### src/rtl/lcgsh_pkg.sv
`timescale 1ns / 1ps
// ----------------------------------------------------------------------------
// lcgsh_pkg
// Shared types and constants of the combined LCG generator with shuffle table.
// ----------------------------------------------------------------------------
package lcgsh_pkg;

  localparam int unsigned WORD_W = 31;
  typedef logic [WORD_W-1:0] word_t;

  // generator A: x <- MUL_A * x mod MOD_A
  localparam word_t       MOD_A  = 31'd2147483563;
  localparam logic [15:0] MUL_A  = 16'd40014;
  // 2^31 mod MOD_A
  localparam logic [7:0]  FOLD_A = 8'd85;

  // generator B: y <- MUL_B * y mod MOD_B
  localparam word_t       MOD_B  = 31'd2147483399;
  localparam logic [15:0] MUL_B  = 16'd40692;
  // 2^31 mod MOD_B
  localparam logic [7:0]  FOLD_B = 8'd249;

  localparam word_t IMM1   = 31'd2147483562;
  localparam word_t B_SEED = 31'd123456789;

  // A steps run before the table fill starts
  localparam int unsigned WARMUP = 8;

endpackage

### src/rtl/combined_lcg_shuffle_random.sv
`timescale 1ns / 1ps
// Timing: a draw item runs through the DRAW state to the output register; the next
// item is taken only once the sequencer is back in IDLE after the index update.
// A reseed item runs SEED_MUL and SEED_RED for each of TABLE_SIZE+8 steps of
// generator A, then IDX, ISSUE and a draw; a full output holds a draw in HOLD.
// Reset: synchronous, active low; generators load 1 and 123456789, the table
// reads as all zeros at once.
// ----------------------------------------------------------------------------
// combined_lcg_shuffle_random
// Two combined multiplicative congruential generators with a shuffle table;
// one integer deviate per input item.
// ----------------------------------------------------------------------------
module combined_lcg_shuffle_random #(
  parameter int unsigned TABLE_SIZE = 32
) (
  input  logic             clk,
  input  logic             rst_n,
  input  logic             in_valid,
  output logic             in_stall,
  input  logic             in_func,
  input  lcgsh_pkg::word_t in_seed,
  output logic             out_valid,
  input  logic             out_stall,
  output lcgsh_pkg::word_t out_deviate
);
  import lcgsh_pkg::*;

  localparam int unsigned IW     = $clog2(TABLE_SIZE);
  localparam int unsigned CW     = $clog2(TABLE_SIZE + WARMUP);
  localparam logic [63:0] NDIV   = 64'd1 + (64'(IMM1) / 64'(TABLE_SIZE));
  localparam int unsigned SH     = 31 + $clog2(NDIV);
  localparam logic [63:0] RECIP  = ((64'd1 << SH) + NDIV - 64'd1) / NDIV;

  typedef enum logic [2:0] {
    ST_IDLE,
    ST_SEED_MUL,
    ST_SEED_RED,
    ST_IDX,
    ST_ISSUE,
    ST_DRAW,
    ST_HOLD
  } state_t;

  state_t          state_r, state_nxt;
  word_t           a_r, a_nxt;
  word_t           b_r, b_nxt;
  word_t           last_r, last_nxt;
  logic [IW-1:0]   idx_r, idx_nxt;
  logic [CW-1:0]   cnt_r, cnt_nxt;
  logic            reseed_r, reseed_nxt;
  logic            out_valid_r, out_valid_nxt;
  word_t           out_deviate_r;
  word_t           pend_r;

  word_t           a_step;
  word_t           b_step;
  word_t           rd_data;
  logic            wr_en;
  logic [IW-1:0]   wr_addr;
  word_t           wr_data;

  logic            in_accept;
  logic            out_free;
  logic [32:0]     diff;
  word_t           result;
  word_t           seed_eff;
  logic [63:0]     idx_prod;
  logic [63:0]     idx_full;
  logic            load_out;
  word_t           load_val;

  lcgsh_step u_step (
    .clk   (clk),
    .a_in  (a_r),
    .b_in  (b_r),
    .a_out (a_step),
    .b_out (b_step)
  );

  lcgsh_table #(
    .TABLE_SIZE (TABLE_SIZE)
  ) u_table (
    .clk     (clk),
    .rst_n   (rst_n),
    .rd_addr (idx_r),
    .rd_data (rd_data),
    .wr_en   (wr_en),
    .wr_addr (wr_addr),
    .wr_data (wr_data)
  );

  assign in_stall  = (state_r != ST_IDLE);
  assign in_accept = in_valid && !in_stall;
  assign out_free  = !out_valid_r || !out_stall;
  assign seed_eff  = (in_seed == '0) ? 31'd1 : in_seed;

  // deviate: slot minus B, wrapped into 1..IMM1
  always_comb begin
    diff = {2'b00, rd_data} - {2'b00, b_step};
    if ($signed(diff) < 33'sd1) begin
      diff = diff + {2'b00, IMM1};
    end
    result = diff[30:0];
  end

  // table index from the last deviate (after a reseed, the last A value) by reciprocal multiply, then clamp
  always_comb begin
    idx_prod = {33'd0, last_r} * RECIP;
    idx_full = idx_prod >> SH;
    if (idx_full >= 64'(TABLE_SIZE)) begin
      idx_nxt = IW'(TABLE_SIZE - 1);
    end else begin
      idx_nxt = idx_full[IW-1:0];
    end
  end

  // table writes: fill during reseed, replace the drawn slot on a draw
  always_comb begin
    wr_en   = 1'b0;
    wr_addr = idx_r;
    wr_data = a_step;
    if (state_r == ST_SEED_RED && cnt_r < CW'(TABLE_SIZE)) begin
      wr_en   = 1'b1;
      wr_addr = cnt_r[IW-1:0];
    end else if (state_r == ST_DRAW) begin
      wr_en   = 1'b1;
    end
  end

  // sequencer
  always_comb begin
    state_nxt     = state_r;
    a_nxt         = a_r;
    b_nxt         = b_r;
    last_nxt      = last_r;
    cnt_nxt       = cnt_r;
    reseed_nxt    = reseed_r;
    out_valid_nxt = out_valid_r && out_stall;
    load_out      = 1'b0;
    load_val      = result;
    unique case (state_r)
      ST_IDLE: begin
        if (in_accept) begin
          if (in_func) begin
            a_nxt     = seed_eff;
            b_nxt     = seed_eff;
            cnt_nxt   = CW'(TABLE_SIZE + WARMUP - 1);
            state_nxt = ST_SEED_MUL;
          end else begin
            state_nxt = ST_DRAW;
          end
        end
      end
      ST_SEED_MUL: begin
        state_nxt = ST_SEED_RED;
      end
      ST_SEED_RED: begin
        a_nxt = a_step;
        if (cnt_r == '0) begin
          last_nxt   = a_step;
          reseed_nxt = 1'b1;
          state_nxt  = ST_IDX;
        end else begin
          cnt_nxt   = cnt_r - CW'(1);
          state_nxt = ST_SEED_MUL;
        end
      end
      ST_IDX: begin
        state_nxt = reseed_r ? ST_ISSUE : ST_IDLE;
      end
      ST_ISSUE: begin
        reseed_nxt = 1'b0;
        state_nxt  = ST_DRAW;
      end
      ST_DRAW: begin
        a_nxt    = a_step;
        b_nxt    = b_step;
        last_nxt = result;
        if (out_free) begin
          load_out  = 1'b1;
          state_nxt = ST_IDX;
        end else begin
          state_nxt = ST_HOLD;
        end
      end
      ST_HOLD: begin
        load_val = pend_r;
        if (out_free) begin
          load_out  = 1'b1;
          state_nxt = ST_IDX;
        end
      end
      default: begin
        state_nxt = ST_IDLE;
      end
    endcase
    if (load_out) begin
      out_valid_nxt = 1'b1;
    end
  end

  // hold state, generators and output handshake
  always_ff @(posedge clk) begin
    if (!rst_n) begin
      state_r     <= ST_IDLE;
      a_r         <= 31'd1;
      b_r         <= B_SEED;
      last_r      <= '0;
      idx_r       <= '0;
      cnt_r       <= '0;
      reseed_r    <= 1'b0;
      out_valid_r <= 1'b0;
    end else begin
      state_r     <= state_nxt;
      a_r         <= a_nxt;
      b_r         <= b_nxt;
      last_r      <= last_nxt;
      cnt_r       <= cnt_nxt;
      reseed_r    <= reseed_nxt;
      out_valid_r <= out_valid_nxt;
      if (state_r == ST_IDX) begin
        idx_r <= idx_nxt;
      end
    end
  end

  // output item and parked deviate
  always_ff @(posedge clk) begin
    if (load_out) begin
      out_deviate_r <= load_val;
    end
    if (state_r == ST_DRAW) begin
      pend_r <= result;
    end
  end

  assign out_valid   = out_valid_r;
  assign out_deviate = out_deviate_r;

endmodule

### src/rtl/lcgsh_step.sv
`timescale 1ns / 1ps
// ----------------------------------------------------------------------------
// lcgsh_step
// Both modular multiplies. The products are registered; the fold by 2^31 mod m
// and the final compare-subtract follow the register, so a result appears in the
// cycle after its operand.
// ----------------------------------------------------------------------------
module lcgsh_step (
  input  logic                 clk,
  input  lcgsh_pkg::word_t     a_in,
  input  lcgsh_pkg::word_t     b_in,
  output lcgsh_pkg::word_t     a_out,
  output lcgsh_pkg::word_t     b_out
);
  import lcgsh_pkg::*;

  logic [46:0] prod_a_r;
  logic [46:0] prod_b_r;
  logic [31:0] sum_a;
  logic [31:0] sum_b;

  // multiply by the generator constants
  always_ff @(posedge clk) begin
    prod_a_r <= {31'd0, MUL_A} * {16'd0, a_in};
    prod_b_r <= {31'd0, MUL_B} * {16'd0, b_in};
  end

  // fold the high part back in, then reduce once
  always_comb begin
    sum_a = ({16'd0, prod_a_r[46:31]} * {24'd0, FOLD_A}) + {1'b0, prod_a_r[30:0]};
    sum_b = ({16'd0, prod_b_r[46:31]} * {24'd0, FOLD_B}) + {1'b0, prod_b_r[30:0]};
  end

  assign a_out = (sum_a >= {1'b0, MOD_A}) ? 31'(sum_a - {1'b0, MOD_A}) : sum_a[30:0];
  assign b_out = (sum_b >= {1'b0, MOD_B}) ? 31'(sum_b - {1'b0, MOD_B}) : sum_b[30:0];

endmodule

### src/rtl/lcgsh_table.sv
`timescale 1ns / 1ps
// ----------------------------------------------------------------------------
// lcgsh_table
// Shuffle table: single-port-write, registered-read memory. A valid bit per
// entry, cleared by reset, makes an unwritten entry read as zero.
// ----------------------------------------------------------------------------
module lcgsh_table #(
  parameter int unsigned TABLE_SIZE = 32
) (
  input  logic                          clk,
  input  logic                          rst_n,
  input  logic [$clog2(TABLE_SIZE)-1:0] rd_addr,
  output lcgsh_pkg::word_t              rd_data,
  input  logic                          wr_en,
  input  logic [$clog2(TABLE_SIZE)-1:0] wr_addr,
  input  lcgsh_pkg::word_t              wr_data
);
  import lcgsh_pkg::*;

  word_t                 mem [TABLE_SIZE];
  logic [TABLE_SIZE-1:0] valid_r;
  word_t                 rd_q_r;
  logic                  rd_vld_r;

  // write and registered read of the array
  always_ff @(posedge clk) begin
    if (wr_en) begin
      mem[wr_addr] <= wr_data;
    end
    rd_q_r <= mem[rd_addr];
  end

  // track written entries
  always_ff @(posedge clk) begin
    if (!rst_n) begin
      valid_r  <= '0;
      rd_vld_r <= 1'b0;
    end else begin
      if (wr_en) begin
        valid_r[wr_addr] <= 1'b1;
      end
      rd_vld_r <= valid_r[rd_addr];
    end
  end

  assign rd_data = rd_vld_r ? rd_q_r : '0;

endmodule
### config.mk
export PLATFORM = sky130hd
export DESIGN_NAME = combined_lcg_shuffle_random
export DESIGN_NICKNAME = d
export VERILOG_FILES = /design/src/rtl/lcgsh_pkg.sv /design/src/rtl/combined_lcg_shuffle_random.sv /design/src/rtl/lcgsh_step.sv /design/src/rtl/lcgsh_table.sv
export SDC_FILE = /design/constraint.sdc
export NUM_CORES = 2
export LEC_CHECK = 0
export BUFFER_PORTS_ARGS = -buffer_cell sky130_fd_sc_hd__buf_2
export CORE_MARGIN = 1.5
export CORE_UTILIZATION = 46
export CTS_CLUSTER_DIAMETER = 200
export DETAILED_ROUTE_END_ITERATION = 8
export SLEW_MARGIN = 20
export SYNTH_ARGS = -nofsm -noshare
export SYNTH_HDL_FRONTEND = slang
export SYNTH_HIERARCHICAL = 1
export SYNTH_SLANG_ARGS = --single-unit
### constraint.sdc
create_clock -name clk -period 10.6 [get_ports clk]
set_input_delay 0.53 -clock clk [delete_from_list [all_inputs] [get_ports clk]]
set_output_delay 0.53 -clock clk [all_outputs]
set_load 0.01 [all_outputs]
==> metrics.cfg <==
[global_route]
track_usage=0.259
antenna_found_initial=10
grt_pass1_vias=48600
overflow=0
grt_pass1_wl_mm=324
grt_start_max_net_pins=63

[placement]
place_area_um2=81200
placed_cells=7795
hpwlAfterDp_mm=151
globalplace.congestion=0.884
port_buffers=68

[final_layout]
area_growth_pct=10.9
layout.cells.non_filler=8061
final_nets=6839
drive_above_1_share=0.153
nFillCells=14100
final_area_um2=86000

[clocking]
path_clk_slew_ns=0.07
cts_sinks=1318
htreeDepth=4
clk_latency_ns=0.79
numCtsBuffers=141
cts_tree=yes
root_buffer=clkbuf_16
clock_path_buffers=3

[yosys]
yosys-top-cells-area=edfxtp_1 (41%), fa_1 (12%), ha_1 (9.9%), mux4_2 (9.2%), dfxtp_1 (6.8%)
yosys.area_share.simple=0.0578
synthTopCellsByCount=edfxtp_1 (1,054), inv_1 (642), ha_1 (615), fa_1 (450), mux4_2 (316)
synth-seq-cells=1318
netlist_area_um2=77500
avgSynthCellArea_um2=13.8
netlist.area_leader.share=0.408
synth-compound-area-share=0.0783
synth.distinct_cells=101
synth.most_common_cell=edfxtp_1
synth_top_family_by_area=adder cells
synthMuxAreaShare=0.107
yosys.area.top_type=edfxtp_1
synth-async-reset-ratio=0
seq_area_frac_synth=0.476
ys.flop_type=edfxtp_1
syn_nets=6712
yosys_warnings=6
synthAdderAreaFrac=0.215
synth_xor_area_frac=0.0235
synth_edf_count=1054
syn_inst=5611

[route]
final_antenna_net_count=0
dr.first_iter.drc_count=4174
wire_per_inst_um=26.8
dr.pass1.iters=8
drt-total-wl_mm=216
drc=0
vias_per_cell=5.84
vias=47100

[timing]
fin_setup_tns_ns=0
setup_viol=0
slew_headroom=0.278
period_needed_ns=10.12
tightest_slew_ns=1.08
slew_violations=0
timing.hold.ws_ns=0.145
fmaxAchievable_ghz=0.0988
fin_skew_ns=0.0585
period_share=0.955
hold_viol=0

[floorplanning]
die-area_um2=171000
fp.dieW_um=414
initial_utilization=0.464
die_h_um=414
row_count=150
core_um2=167000
ios=69

[hold_path]
hold_path_end=b_r[24]
hold_path.class=in2reg
min-delay-start=in_seed[24]
worstHoldPathCells=3

[setup_path]
critPathKind=reg2reg
slowest_stage=a2111oi_0
crit_path_end_kind=flop
required_ns=11.10
arrival_ns=10.62
reg2reg_from=u_step/prod_b_r[33]
r2r-end=out_deviate[29]
crit_top_cell=inv_1
crit_fanout=10
critPathMaxStageDelay_ns=0.82
rr_worst_depth=34
critPathLaunchType=flop
r2r_slack_ns=0.48

[run_status]
status=finished, final reports clean

[job]
maxCapViolations=0

[per-layer routing]
layer	wire length (um)	share of wire	GRT usage	up-vias
met4	6860	0.032	0.0758	2
li1	-	-	-	21000
met2	102000	0.47	0.415	1376
met5	13	0.000060	0	-
met1	94600	0.44	0.368	24500
met3	12600	0.058	0.0354	266
[cells in the final DEF (no fill, tap or decap), types with 54 or more instances in the layout]
master	count
a21o_1	87
a21oi_1	178
and2_1	64
buf_2	67
buf_4	106
clkbuf_16	143
dfxtp_1	260
edfxtp_1	1054
fa_1	450
ha_1	615
inv_1	640
mux2_2	64
mux4_2	316
nand2_1	243
nand3_1	66
nor2_1	205
o211a_1	54
o21a_1	67
o21ai_0	129
xnor2_1	113
xor2_1	68
[sequential cells by signal, indices dropped and copies added, names as in the netlist, 6 cells and up]
register and count:
u_table/rd_q_r 31, u_step/prod_b_r 45, u_table/mem 992, out_deviate 31, u_step/prod_a_r 46, pend_r 31, a_r 31, last_r 31
b_r 31, u_table/valid_r 32, cnt_r 6
[stage by stage]
step	utilization	worst slack (ns)
2_1_floorplan	-	1.51
3_3_place_gp	0.486	0.424
3_5_place_dp	0.486	0.264
4_1_cts	0.513	0.219
5_1_grt	0.514	-0.00175
6_report	0.514	0.476
[cell families (layout without fill, tap and decap cells)]
kind of cell    count (synthesis)  after routing
buf+inv                       833           1076
other cells                     0              3
fa+ha+maj                    1065           1065
compound gates                861            861
xor+xnor                      207            207
mux                           423            423
flops                        1318           1318
simple gates                  904            904
[worst max-delay path by stage]
stage                              from         endpoint  cells past startpoint
floorplan           u_step/prod_b_r[33]  out_deviate[23]                     35
global placement    u_step/prod_b_r[33]  out_deviate[16]                     34
detailed placement  u_step/prod_b_r[33]  out_deviate[16]                     34
CTS                 u_step/prod_b_r[33]  out_deviate[16]                     34
global route        u_step/prod_b_r[33]  out_deviate[29]                     34
finish              u_step/prod_b_r[33]  out_deviate[29]                     34
[layout make-up]
class / instances / area, um^2 / area share
Inverter: 642 / 2410 / 0.0280
Timing Repair Buffer: 175 / 1180 / 0.0137
Clock inverter: 78 / 848 / 0.00987
Tap cell: 2204 / 2760 / 0.0321
Clock buffer: 181 / 3780 / 0.0440
Antenna cell: 3 / 7.51 / 0.0000873
Multi-Input combinational cell: 3460 / 38100 / 0.443
Sequential cell: 1318 / 37000 / 0.430
[critical path, delay by kind of cell (launching register included)]
kind | cells | cell delay, ns
compound gates | 11 | 3.25
simple gates | 6 | 1.75
mux | 1 | 0.30
xor+xnor | 4 | 0.77
fa+ha+maj | 6 | 2.73
buf+inv | 6 | 0.61
flops | 1 | 0.43
[repair_timing]
item                                    in CTS  in global routing
gates resized for setup                      0                 26
setup buffers                                0                  2
endpoints found under the setup margin       0                 86
hold buffers                                 0                  0
Power is not shown: default switching activity piles up to over one toggle a cycle in this logic, so the estimate is an artifact.
